$ cat config.mk
export PLATFORM = sky130hd
export DESIGN_NAME = trigger_autorange_conditioner_core
export DESIGN_NICKNAME = d
export VERILOG_FILES = /design/src/sv/tac_pkg.sv /design/src/sv/tac_div.sv /design/src/sv/trigger_autorange_conditioner_core.sv
export SDC_FILE = /design/constraint.sdc
export NUM_CORES = 1
export LEC_CHECK = 0
export ABC_AREA = 1
export BUFFER_PORTS_ARGS = -buffer_cell sky130_fd_sc_hd__buf_2
export CAP_MARGIN = 20
export CORE_ASPECT_RATIO = 0.8
export CORE_MARGIN = 2
export CORE_UTILIZATION = 60
export CTS_CLUSTER_DIAMETER = 50
export CTS_CLUSTER_SIZE = 10
export DETAILED_ROUTE_END_ITERATION = 8
export PLACE_DENSITY_LB_ADDON = 0.08
export SLEW_MARGIN = 15
export SYNTH_ARGS = -nofsm -noshare
export SYNTH_HDL_FRONTEND = slang
export SYNTH_HIERARCHICAL = 1
export SYNTH_SLANG_ARGS = --single-unit
$ cat constraint.sdc
create_clock -name aclk -period 7.4 [get_ports aclk]
set_input_delay 1.48 -clock aclk [delete_from_list [all_inputs] [get_ports aclk]]
set_output_delay 1.48 -clock aclk [all_outputs]
set_load 0.05 [all_outputs]
$ cat src/sv/tac_pkg.sv
// ----------------------------------------------------------------------------
// tac_pkg
// shared constants, types and register indexes of the trigger conditioner
// ----------------------------------------------------------------------------
`default_nettype none

package tac_pkg;

    localparam int SAMPLE_BITS = 12;
    localparam int ALPHA_W     = 9;
    localparam int FRAC_BITS   = 8;
    localparam int LEVEL_W     = 8;
    localparam int QUOT_BITS   = LEVEL_W;
    localparam int NUM_W       = SAMPLE_BITS + QUOT_BITS;
    localparam int SPAN_W      = SAMPLE_BITS + 1;
    localparam int PROD_W      = ALPHA_W + 1 + SAMPLE_BITS + 1;
    localparam int CNT_W       = $clog2(QUOT_BITS + 1);
    localparam int CFG_IDX_W   = 3;
    localparam int CFG_DATA_W  = (SAMPLE_BITS > ALPHA_W) ? SAMPLE_BITS : ALPHA_W;

    localparam logic [ALPHA_W-1:0] ALPHA_ONE = ALPHA_W'(256);
    localparam logic [LEVEL_W-1:0] LEVEL_MAX = '1;

    // register indexes
    localparam logic [CFG_IDX_W-1:0] REG_FILTER_ALPHA    = CFG_IDX_W'(0);
    localparam logic [CFG_IDX_W-1:0] REG_DEADZONE_LEVEL  = CFG_IDX_W'(1);
    localparam logic [CFG_IDX_W-1:0] REG_INITIAL_MINIMUM = CFG_IDX_W'(2);
    localparam logic [CFG_IDX_W-1:0] REG_INITIAL_MAXIMUM = CFG_IDX_W'(3);
    localparam logic [CFG_IDX_W-1:0] REG_INITIAL_SPAN    = CFG_IDX_W'(4);

    // reset values
    localparam logic [ALPHA_W-1:0]     RST_ALPHA    = ALPHA_W'(128);
    localparam logic [LEVEL_W-1:0]     RST_DEADZONE = LEVEL_W'(13);
    localparam logic [SAMPLE_BITS-1:0] RST_MINIMUM  = SAMPLE_BITS'(975);
    localparam logic [SAMPLE_BITS-1:0] RST_MAXIMUM  = SAMPLE_BITS'(2375);
    localparam logic [SAMPLE_BITS-1:0] RST_SPAN     = SAMPLE_BITS'(1000);

    typedef enum logic [2:0] {
        ST_IDLE,
        ST_FILTER,
        ST_SCALE,
        ST_CHECK,
        ST_DIVIDE,
        ST_FINISH
    } state_t;

    typedef struct packed {
        logic                   start;
        logic [NUM_W-1:0]       numer;
        logic [SAMPLE_BITS-1:0] denom;
    } div_req_t;

    typedef struct packed {
        logic                 done;
        logic [QUOT_BITS-1:0] quotient;
    } div_rsp_t;

endpackage

`default_nettype wire

$ cat src/sv/tac_div.sv
// ----------------------------------------------------------------------------
// tac_div
// restoring divider, one quotient bit per cycle; the numerator is known to
// be below denom*2^QUOT_BITS, so the quotient fits in QUOT_BITS bits
// ----------------------------------------------------------------------------
`default_nettype none

module tac_div
    import tac_pkg::*;
(
    input  wire logic     aclk,
    input  wire logic     aresetn,
    input  wire div_req_t req,
    output div_rsp_t      rsp
);

    logic [SAMPLE_BITS-1:0] rem_reg;
    logic [SAMPLE_BITS-1:0] den_reg;
    logic [QUOT_BITS-1:0]   low_reg;
    logic [QUOT_BITS-1:0]   quot_reg;
    logic [CNT_W-1:0]       cnt_reg;
    logic                   done_reg;

    logic [SAMPLE_BITS:0]   trial;
    logic [SAMPLE_BITS:0]   diff;
    logic                   fits;

    // one shared compare and subtract
    assign trial = {rem_reg, low_reg[QUOT_BITS-1]};
    assign diff  = trial - {1'b0, den_reg};
    assign fits  = trial >= {1'b0, den_reg};

    always_ff @(posedge aclk) begin
        if (!aresetn) begin
            cnt_reg  <= '0;
            done_reg <= 1'b0;
        end else begin
            done_reg <= 1'b0;
            if (req.start) begin
                cnt_reg <= CNT_W'(QUOT_BITS);
            end else if (cnt_reg != '0) begin
                cnt_reg <= cnt_reg - CNT_W'(1);
                if (cnt_reg == CNT_W'(1)) begin
                    done_reg <= 1'b1;
                end
            end
        end
    end

    always_ff @(posedge aclk) begin
        if (req.start) begin
            rem_reg <= req.numer[NUM_W-1:QUOT_BITS];
            low_reg <= req.numer[QUOT_BITS-1:0];
            den_reg <= req.denom;
        end else if (cnt_reg != '0) begin
            rem_reg  <= fits ? diff[SAMPLE_BITS-1:0] : trial[SAMPLE_BITS-1:0];
            low_reg  <= {low_reg[QUOT_BITS-2:0], 1'b0};
            quot_reg <= {quot_reg[QUOT_BITS-2:0], fits};
        end
    end

    assign rsp.done     = done_reg;
    assign rsp.quotient = quot_reg;

endmodule

`default_nettype wire

$ cat src/sv/trigger_autorange_conditioner_core.sv
// ----------------------------------------------------------------------------
// trigger_autorange_conditioner_core
// min/max auto-ranging, first-order low-pass and 0..255 scaling of one
// analog trigger channel
// ----------------------------------------------------------------------------
// usage
//   input channel  s_valid/s_ready/s_sample: one raw converter reading per
//     transfer; s_ready is high only while the sequencer is idle
//   result channel m_valid/m_ready/m_level/m_smoothed/m_range_changed: one
//     result per input transfer, held in an output register
//   config channel cfg_valid/cfg_ready/cfg_index/cfg_data: always ready;
//     writes to the calibration registers also load the running min, max
//     or span at once; indexes beyond the list are ignored
// sequence
//   filter, scale, saturation check, divide, finish from acceptance to the
//   result register on the divide path; the divide is skipped when the
//   quotient saturates, the check and divide when the span or minimum rule
//   forces the level; a new sample is taken only after the finish step
// reset
//   aresetn synchronous, active low: registers to their reset values, the
//   smoothed value to zero, min/max/span to the calibration defaults
// stalls
//   a waiting result does not block the next sample; a finished item waits
//   in the finish step until the output register is free
// ----------------------------------------------------------------------------
`default_nettype none

module trigger_autorange_conditioner_core
    import tac_pkg::*;
(
    input  wire logic                   aclk,
    input  wire logic                   aresetn,

    input  wire logic                   s_valid,
    output logic                        s_ready,
    input  wire logic [SAMPLE_BITS-1:0] s_sample,

    output logic                        m_valid,
    input  wire logic                   m_ready,
    output logic [LEVEL_W-1:0]          m_level,
    output logic [SAMPLE_BITS-1:0]      m_smoothed,
    output logic                        m_range_changed,

    input  wire logic                   cfg_valid,
    output logic                        cfg_ready,
    input  wire logic [CFG_IDX_W-1:0]   cfg_index,
    input  wire logic [CFG_DATA_W-1:0]  cfg_data
);

    // configuration registers
    logic [ALPHA_W-1:0]     alpha_reg;
    logic [LEVEL_W-1:0]     deadzone_reg;

    // running state
    logic [SAMPLE_BITS-1:0]   filt_reg;
    logic [SAMPLE_BITS-1:0]   min_reg;
    logic [SAMPLE_BITS-1:0]   max_reg;
    logic signed [SPAN_W-1:0] span_reg;

    // per-item working registers
    state_t                 state_reg, state_next;
    logic [SAMPLE_BITS-1:0] sample_reg;
    logic                   changed_reg;
    logic [NUM_W-1:0]       num_reg;
    logic [LEVEL_W-1:0]     lvl_reg;

    // output register
    logic                   m_valid_reg;
    logic [LEVEL_W-1:0]     m_level_reg;
    logic [SAMPLE_BITS-1:0] m_smoothed_reg;
    logic                   m_changed_reg;

    // sequencer strobes
    logic accept;
    logic do_filter;
    logic do_scale;
    logic do_check;
    logic do_finish;
    logic cfg_write;

    div_req_t div_req;
    div_rsp_t div_rsp;

    // ---------------------------------------------------------------- filter
    logic [ALPHA_W-1:0]       alpha_sat;
    logic signed [PROD_W-1:0] alpha_ext;
    logic signed [PROD_W-1:0] step_ext;
    logic signed [PROD_W-1:0] prod;
    logic signed [PROD_W-1:0] acc;
    logic [SAMPLE_BITS-1:0]   filt_next;

    // alpha above one saturates so the output follows the sample
    assign alpha_sat = (alpha_reg > ALPHA_ONE) ? ALPHA_ONE : alpha_reg;
    assign alpha_ext = $signed({{(PROD_W-ALPHA_W){1'b0}}, alpha_sat});
    // sample minus previous output, sign-extended
    assign step_ext  = PROD_W'($signed({1'b0, sample_reg}) - $signed({1'b0, filt_reg}));

    // a*s + (1-a)*f rewritten as f*one + a*(s - f): a single multiplier
    assign prod      = alpha_ext * step_ext;
    assign acc       = prod + $signed({{(PROD_W-SAMPLE_BITS-FRAC_BITS){1'b0}},
                                       filt_reg, {FRAC_BITS{1'b0}}});
    assign filt_next = acc[SAMPLE_BITS+FRAC_BITS-1:FRAC_BITS];

    // --------------------------------------------------------- range update
    logic                     below_min;
    logic                     above_max;
    logic [SAMPLE_BITS-1:0]   min_next;
    logic [SAMPLE_BITS-1:0]   max_next;
    logic signed [SPAN_W-1:0] span_next;

    // compared against the minimum first, then the maximum
    assign below_min = sample_reg < min_reg;
    assign above_max = !below_min && (sample_reg > max_reg);
    assign min_next  = below_min ? sample_reg : min_reg;
    assign max_next  = above_max ? sample_reg : max_reg;
    assign span_next = $signed({1'b0, max_next}) - $signed({1'b0, min_next});

    // --------------------------------------------------------------- scaling
    logic signed [SPAN_W-1:0] lvl_diff;
    logic [SAMPLE_BITS-1:0]   diff_mag;
    logic                     span_nonpos;
    logic                     diff_pos;
    logic [NUM_W-1:0]         num_next;
    logic [NUM_W-1:0]         sat_bound;
    logic                     sat_hit;
    logic [LEVEL_W-1:0]       lvl_final;

    assign lvl_diff    = $signed({1'b0, filt_reg}) - $signed({1'b0, min_reg});
    assign diff_mag    = lvl_diff[SAMPLE_BITS-1:0];
    assign diff_pos    = !lvl_diff[SPAN_W-1] && (lvl_diff != '0);
    assign span_nonpos = span_reg[SPAN_W-1] || (span_reg == '0);
    // diff * 255 as diff * 256 - diff
    assign num_next    = {diff_mag, {QUOT_BITS{1'b0}}} - {{QUOT_BITS{1'b0}}, diff_mag};
    // quotient above the level range saturates; also keeps the divider in range
    assign sat_bound   = {span_reg[SAMPLE_BITS-1:0], {QUOT_BITS{1'b0}}};
    assign sat_hit     = num_reg >= sat_bound;
    // deadzone on the way out
    assign lvl_final   = (lvl_reg < deadzone_reg) ? '0 : lvl_reg;

    assign div_req.start = do_check && !sat_hit;
    assign div_req.numer = num_reg;
    assign div_req.denom = span_reg[SAMPLE_BITS-1:0];

    tac_div u_div (
        .aclk    (aclk),
        .aresetn (aresetn),
        .req     (div_req),
        .rsp     (div_rsp)
    );

    // ------------------------------------------------------------- sequencer
    always_ff @(posedge aclk) begin
        if (!aresetn) begin
            state_reg <= ST_IDLE;
        end else begin
            state_reg <= state_next;
        end
    end

    always_comb begin
        state_next = state_reg;
        s_ready    = 1'b0;
        do_filter  = 1'b0;
        do_scale   = 1'b0;
        do_check   = 1'b0;
        do_finish  = 1'b0;
        case (state_reg)
            ST_IDLE: begin
                s_ready = 1'b1;
                if (s_valid) begin
                    state_next = ST_FILTER;
                end
            end
            ST_FILTER: begin
                do_filter  = 1'b1;
                state_next = ST_SCALE;
            end
            ST_SCALE: begin
                do_scale = 1'b1;
                // forced levels skip the divider
                if (span_nonpos || !diff_pos) begin
                    state_next = ST_FINISH;
                end else begin
                    state_next = ST_CHECK;
                end
            end
            ST_CHECK: begin
                do_check = 1'b1;
                if (sat_hit) begin
                    state_next = ST_FINISH;
                end else begin
                    state_next = ST_DIVIDE;
                end
            end
            ST_DIVIDE: begin
                if (div_rsp.done) begin
                    state_next = ST_FINISH;
                end
            end
            ST_FINISH: begin
                // wait for the output register to be free
                if (!m_valid_reg || m_ready) begin
                    do_finish  = 1'b1;
                    state_next = ST_IDLE;
                end
            end
            default: begin
                state_next = ST_IDLE;
            end
        endcase
    end

    assign accept    = s_valid && s_ready;
    assign cfg_ready = 1'b1;
    assign cfg_write = cfg_valid && cfg_ready;

    // ------------------------------------------- config and running state
    always_ff @(posedge aclk) begin
        if (!aresetn) begin
            alpha_reg     <= RST_ALPHA;
            deadzone_reg  <= RST_DEADZONE;
            filt_reg      <= '0;
            min_reg       <= RST_MINIMUM;
            max_reg       <= RST_MAXIMUM;
            span_reg      <= $signed({1'b0, RST_SPAN});
        end else begin
            if (do_filter) begin
                filt_reg <= filt_next;
                min_reg  <= min_next;
                max_reg  <= max_next;
                if (below_min || above_max) begin
                    span_reg <= span_next;
                end
            end
            // calibration writes load the running bounds as well
            if (cfg_write) begin
                case (cfg_index)
                    REG_FILTER_ALPHA: begin
                        alpha_reg <= cfg_data[ALPHA_W-1:0];
                    end
                    REG_DEADZONE_LEVEL: begin
                        deadzone_reg <= cfg_data[LEVEL_W-1:0];
                    end
                    REG_INITIAL_MINIMUM: begin
                        min_reg      <= cfg_data[SAMPLE_BITS-1:0];
                    end
                    REG_INITIAL_MAXIMUM: begin
                        max_reg      <= cfg_data[SAMPLE_BITS-1:0];
                    end
                    REG_INITIAL_SPAN: begin
                        span_reg      <= $signed({1'b0, cfg_data[SAMPLE_BITS-1:0]});
                    end
                    default: begin
                    end
                endcase
            end
        end
    end

    // ------------------------------------------------------ working payload
    always_ff @(posedge aclk) begin
        if (accept) begin
            sample_reg <= s_sample;
        end
        if (do_filter) begin
            changed_reg <= below_min || above_max;
        end
        if (do_scale) begin
            num_reg <= num_next;
            if (span_nonpos) begin
                lvl_reg <= diff_pos ? LEVEL_MAX : '0;
            end else begin
                lvl_reg <= '0;
            end
        end
        if (do_check && sat_hit) begin
            lvl_reg <= LEVEL_MAX;
        end
        if (state_reg == ST_DIVIDE && div_rsp.done) begin
            lvl_reg <= div_rsp.quotient;
        end
    end

    // ------------------------------------------------------- output register
    always_ff @(posedge aclk) begin
        if (!aresetn) begin
            m_valid_reg <= 1'b0;
        end else if (do_finish) begin
            m_valid_reg <= 1'b1;
        end else if (m_ready) begin
            m_valid_reg <= 1'b0;
        end
    end

    always_ff @(posedge aclk) begin
        if (do_finish) begin
            m_level_reg    <= lvl_final;
            m_smoothed_reg <= filt_reg;
            m_changed_reg  <= changed_reg;
        end
    end

    assign m_valid         = m_valid_reg;
    assign m_level         = m_level_reg;
    assign m_smoothed      = m_smoothed_reg;
    assign m_range_changed = m_changed_reg;

endmodule

`default_nettype wire
==> summary.txt, run 1 <==
Run status
  • Status: completed

Clocking
  • Maximum clock path buffer count: 2
  • CTS tree: yes
  • Post-CTS Setup Inserts: 0
  • Worst-Skew Late Latency: 0.45 ns
  • Post-cts resize count: 0
  • Clock-pin slew on the worst setup and hold paths: 0.08 ns
  • Clk root buf: clkbuf_16
  • CTS Buf Count: 17
  • H-tree levels: 4
  • Number of hold buffers added after cts: 0
  • # clock sinks: 177

Setup path
  • FF-to-FF End: filt_reg[7]
  • Required time of the worst setup path: 7.74 ns
  • Worst-path maximum fanout: 6
  • Worst reg-to-reg path cell count: 25
  • Arrival time worst endpoint: 6.96 ns
  • Worst Setup End Kind: register
  • R2r startpoint: sample_reg[0]
  • Crit Path Class: reg2reg
  • Startpoint Class: register
  • Top cell by count, worst path: inv_1
  • Max incr delay on CP: 0.55 ns
  • Register-to-register path setup slack: 0.78 ns
  • Worst path top cell family by delay: adder cells
  • WP buf/inv: 7
  • Worst path slowest cell: fa_1
  • Critical Path Stages: 25

Yosys
  • Yosys reg bits: 177
  • Cells after synthesis: 2,005
  • Area of the mapped netlist: 0.0158 mm²
  • Post-synth EDFFs: 102
  • Avg Inst Size Synth: 7.87 µm²
  • Seq/Total Area, Yosys: 28.9%
  • Yosys cell types: 53
  • Syn Nets: 2,283
  • Ys async rst share: 0%
  • Main flop type after synthesis: edfxtp_1
  • Synth warn: 6

Worst hold path
  • HP Start: changed_reg
  • Worst Hold Depth: 0
  • WHS Endpoint: m_range_changed
  • Worst Hold Class: reg2reg

Detailed routing
  • Routed wire per std cell: 17.7 µm
  • DR pass1 iterations: 5
  • Iteration-0 DRC Markers: 1,384
  • Vias: 13.4k
  • DRC: 0
  • Via/cell ratio: 5.54
  • Post-route ant nets: 0
  • Final WL: 42,600 µm

Global routing
  • Vias in the first global route: 12.5k
  • Largest net degree at the start of global routing: 58
  • Grt ovf: 0
  • Gr usage total: 32.2%
  • Initial antenna violation count: 0
  • First-pass GRT wire length: 67,500 µm

Floorplan
  • Row cnt: 53
  • Die W: 185 µm
  • Die area: 0.0276 mm²
  • Die Ht: 149 µm
  • IO Pins: 56
  • Initial core utilization: 60.6%
  • Core ar.: 0.0261 mm²

Timing
  • Slew @ Worst Pin: 1.09 ns
  • Final Cycle Share: 89.4%
  • Clock skew: 0.0191 ns
  • Total Negative Setup Slacks: 0 ns
  • F_max: 151 MHz
  • RSZ-0062 raised after global routing: no
  • Setup Viol. Count Final: 0
  • Final Hold Viols: 0
  • Slew Viols, Final: 0
  • Rel. slew slack: 26.9%
  • Tmin final: 6.62 ns

Finish
  • Area Growth Syn to Fin: 7.20%
  • Max reg flops: 20
  • Fin nets: 2,322
  • Fraction of layout cells with a size suffix above 1: 8.41%
  • Diodes inserted: 0

Placed design
  • Final GP Congestion: 0.977
  • Input/output buffers: 54
  • DP HPWL: 34,000 µm

Job
  • Number of max-cap violations: 0
[stage by stage]
| stage | std cells | util [%] | setup WS [ns] | area [µm²] | hold slack, ns |
|---|---|---|---|---|---|
| after detailed placement | 2382 | 62.8 | 0.888 | 16400 | 0.405 |
| after global routing | 2414 | 64.9 | 0.356 | 16900 | 0.424 |
| final | 2414 | 64.9 | 0.784 | 16900 | 0.421 |
| after CTS | 2414 | 64.9 | 0.873 | 16900 | 0.421 |
| after floorplan | 2005 | - | 1.63 | 15800 | 0.397 |
| after global placement | 2382 | 62.8 | 0.925 | 16400 | 0.405 |
[worst register-to-register path, stage by stage (launching register included)]
cell	delay (ns)
edfxtp_1	0.35
inv_1	0.10
ha_1	0.23
fa_1	0.42
o21ai_2	0.27
a31oi_1	0.14
xnor2_1	0.53
nand2_1	0.16
fa_1	0.55
inv_1	0.07
fa_1	0.50
inv_1	0.05
fa_1	0.53
inv_1	0.06
fa_1	0.52
inv_1	0.06
fa_1	0.53
inv_1	0.04
ha_1	0.35
a21oi_1	0.21
o21ai_0	0.13
a21oi_1	0.15
nand2_1	0.12
xor2_1	0.20
o21ai_0	0.18
inv_1	0.07
[cells in the final DEF (no fill, tap or decap), types with 23 or more instances in the layout]
master and count:
inv_1 395, edfxtp_1 102, fa_1 103, a21oi_1 115, nand3_1 89, nand4_1 26, dfxtp_1 75, ha_1 143
nor2_1 167, nand2_2 23, buf_2 54, nand2_1 411, xor2_1 30, o21ai_0 104
[routing by layer]
layer | vias up | global-route usage, % | share of wire (%)
met5 | - | 2.18 | 0.18
met4 | 2 | 6.39 | 1.3
met3 | 53 | 8.98 | 11
met2 | 576 | 44.0 | 40
met1 | 6253 | 50.3 | 48
li1 | 6500 | - | -
[kinds of logic after synthesis]
family | count (synthesis) | synth area share [%]
other cells | 1 | 0.0238
compound gates | 298 | 10.7
simple gates | 786 | 22.2
flops | 177 | 28.9
xor+xnor | 51 | 2.95
fa+ha+maj | 246 | 24.4
buf+inv | 446 | 10.9
[synth_stat cells (7+ instances only)]
master    number  area share [%]
a21oi_1      115             3.6
a31oi_1        8            0.32
clkbuf_1      29            0.69
dfxtp_1       75             9.5
edfxtp_1     102              19
fa_1         103              13
ha_1         143              11
inv_1        395             9.4
inv_2          8            0.19
nand2_1      411             9.8
nand2_2       23            0.91
nand2_4        7            0.50
nand3_1       89             2.8
nand3_2       11            0.70
nand4_1       26             1.0
nor2_1       168             4.0
nor3_1        14            0.44
o211ai_1      22             1.0
o21a_1         9            0.43
o21ai_0      104             3.3
o21bai_1       9            0.43
or2_2          7            0.28
xnor2_1       20             1.1
xor2_1        30             1.7
[how the worst max path moves through the flow]
stage,startpoint,slack [ns],end
after floorplan,sample_reg[0],1.63,filt_reg[5]
after global placement,filt_reg[0],0.93,filt_reg[7]
after detailed placement,filt_reg[0],0.89,filt_reg[5]
after CTS,sample_reg[0],0.87,filt_reg[11]
after global routing,filt_reg[3],0.36,filt_reg[10]
final,sample_reg[0],0.78,filt_reg[7]
[layout make-up]
cell class / instances / area (µm²)
multi-input cells: 1382 / 9520
well taps: 357 / 447
clock buffers: 19 / 433
repair buffers: 60 / 315
clock inverters: 13 / 116
inverters: 406 / 1520
fillers: 2358 / 9150
flip-flops and latches: 177 / 4560
Power of run 1 is not shown: default switching activity piles up to over one toggle a cycle in this logic, so the estimate is an artifact.
==> inputs of run 2 (changes only) <==
--- a/config.mk
+++ b/config.mk
@@ -14,7 +14,7 @@
 export CTS_CLUSTER_DIAMETER = 50
 export CTS_CLUSTER_SIZE = 10
 export DETAILED_ROUTE_END_ITERATION = 8
-export PLACE_DENSITY_LB_ADDON = 0.08
+export PLACE_DENSITY_LB_ADDON = 0.12
 export SLEW_MARGIN = 15
 export SYNTH_ARGS = -nofsm -noshare
 export SYNTH_HDL_FRONTEND = slang
==> summary.txt, run 2 (synthesis gave the netlist of run 1 again) <==
Run status
  • Status: completed

Clocking
  • CTS Buf Count: 17 (unchanged)
  • H-tree levels: 4 (unchanged)
  • Worst-Skew Late Latency: 0.46 ns (about the same)
  • Post-CTS Setup Inserts: 0 (unchanged)
  • Clk root buf: clkbuf_16
  • CTS tree: yes
  • Post-cts resize count: 0 (unchanged)
  • Number of hold buffers added after cts: 0 (unchanged)
  • Maximum clock path buffer count: 2 (unchanged)
  • # clock sinks: 177 (unchanged)
  • Clock-pin slew on the worst setup and hold paths: 0.07 ns (about the same)

Setup path
  • Worst Setup End Kind: register
  • Worst reg-to-reg path cell count: 28 (+12%)
  • Top cell by count, worst path: nand2_1
  • Worst path slowest cell: fa_1
  • Register-to-register path setup slack: 0.88 ns (+0.09 ns)
  • FF-to-FF End: filt_reg[10]
  • Worst-path maximum fanout: 6 (unchanged)
  • Startpoint Class: register
  • Arrival time worst endpoint: 6.87 ns (-0.09 ns)
  • Max incr delay on CP: 0.53 ns (-0.02 ns)
  • Required time of the worst setup path: 7.75 ns (about the same)
  • Crit Path Class: reg2reg
  • R2r startpoint: filt_reg[3]

Timing
  • Slew Viols, Final: 0 (unchanged)
  • RSZ-0062 raised after global routing: no
  • F_max: 153 MHz (+1.5%)
  • Final Cycle Share: 88.1% (-1.3 points)
  • Final Hold Viols: 0 (unchanged)
  • Rel. slew slack: 29.5% (+2.6 points)
  • Setup Viol. Count Final: 0 (unchanged)
  • Total Negative Setup Slacks: 0 ns (unchanged)
  • Slew @ Worst Pin: 1.05 ns (-0.0394 ns)
  • Tmin final: 6.52 ns (-0.0949 ns)
  • Clock skew: 0.0195 ns (+0.000365 ns)

Worst hold path
  • Worst Hold Depth: 0 (unchanged)
  • WHS Endpoint: m_range_changed
  • HP Start: changed_reg
  • Worst Hold Class: reg2reg

Floorplan
  • Die area: 0.0276 mm² (unchanged)
  • Row cnt: 53 (unchanged)
  • Core ar.: 0.0261 mm² (unchanged)
  • Die W: 185 µm (unchanged)
  • Die Ht: 149 µm (unchanged)
  • Initial core utilization: 60.6% (unchanged)
  • IO Pins: 56 (unchanged)

Global routing
  • Initial antenna violation count: 0 (unchanged)
  • First-pass GRT wire length: 66,800 µm (-1.1%)
  • Gr usage total: 32.0% (-0.20 points)
  • Largest net degree at the start of global routing: 58 (unchanged)
  • Vias in the first global route: 12.4k (-0.70%)
  • Grt ovf: 0 (unchanged)

Detailed routing
  • DRC: 0 (unchanged)
  • Routed wire per std cell: 17.6 µm (-0.27%)
  • Final WL: 42,600 µm (-0.19%)
  • Vias: 13.4k (-0.24%)
  • DR pass1 iterations: 5 (unchanged)
  • Post-route ant nets: 0 (unchanged)
  • Via/cell ratio: 5.53 (-0.32%)
  • Iteration-0 DRC Markers: 1,383 (-0.072%)

Finish
  • Area Growth Syn to Fin: 7.72%
  • Diodes inserted: 0 (unchanged)
  • Non-filler cells, final: 2,416 (+0.083%)
  • Commonest non-fill, non-tap cell in the layout: nand2_1
  • Fraction of layout cells with a size suffix above 1: 8.60% (+0.19 points)
  • Fin nets: 2,324 (+0.086%)
  • Most frequent cells in the layout: nand2_1 (411), inv_1 (395), nor2_1 (167)
  • Final core occ: 65.2% (+0.31 points)
  • Max reg flops: 20 (unchanged)
  • Design area: 0.0170 mm² (+0.48%)

Placed design
  • Input/output buffers: 54 (unchanged)
  • DP Area: 0.0164 mm² (about the same)
  • Final GP Congestion: 1.00 (+2.3%)
  • Placed insts: 2,384 (+0.084%)
  • DP HPWL: 34,200 µm (+0.54%)

Job
  • Number of max-cap violations: 0 (unchanged)
## run 2: changes by cell type in the layout (fill, tap and decap cells not counted), sizes merged
cell / delta
clkinv: +4
buf: +2
clkinvlp: -1
bufinv: +1
inv: -2
clkbuf: -2
## run 2: metrics by stage
| step | setup WS (ns) | hold WS, ns |
|---|---|---|
| floorplan | 1.63 | 0.397 |
| global placement | 1.07 | 0.405 |
| detailed placement | 0.956 | 0.408 |
| CTS | 0.960 | 0.433 |
| global route | 0.411 | 0.456 |
| finish | 0.879 | 0.431 |
## run 2: routing by layer
| metal | share of wire (%) | GRT usage, % |
|---|---|---|
| met1 | 46 | 49.6 |
| met2 | 40 | 44.3 |
| met3 | 12 | 9.74 |
| met4 | 0.95 | 5.28 |
| met5 | 0 | 0 |
## run 2: worst max-delay path, delay by kind of cell, from the launching register on
family / cells / cell delay, ns
AND/OR/NAND/NOR: 6 / 0.56
adder cells (fa/ha/maj): 7 / 3.25
buffers and inverters: 5 / 0.28
XOR/XNOR: 1 / 0.41
flip-flops: 1 / 0.50
AO/OA/AOI/OAI: 9 / 1.43
## run 2: how the worst max path moves through the flow
stage	start	endpoint	slack, ns
floorplan	sample_reg[0]	filt_reg[5]	1.63
global placement	sample_reg[1]	filt_reg[11]	1.07
detailed placement	filt_reg[3]	filt_reg[10]	0.96
CTS	filt_reg[3]	filt_reg[10]	0.96
global route	filt_reg[3]	filt_reg[11]	0.41
finish	filt_reg[3]	filt_reg[10]	0.88
## run 2: cell type report
class	instances	area, µm²
multi-input combinational	1382	9520
fill	2301	9060
sequential	177	4560
clock inverter	15	190
clock buffer	17	425
inverter	406	1520
tap	357	447
timing repair buffer	62	330
Power of run 2 is left out for the same reason.
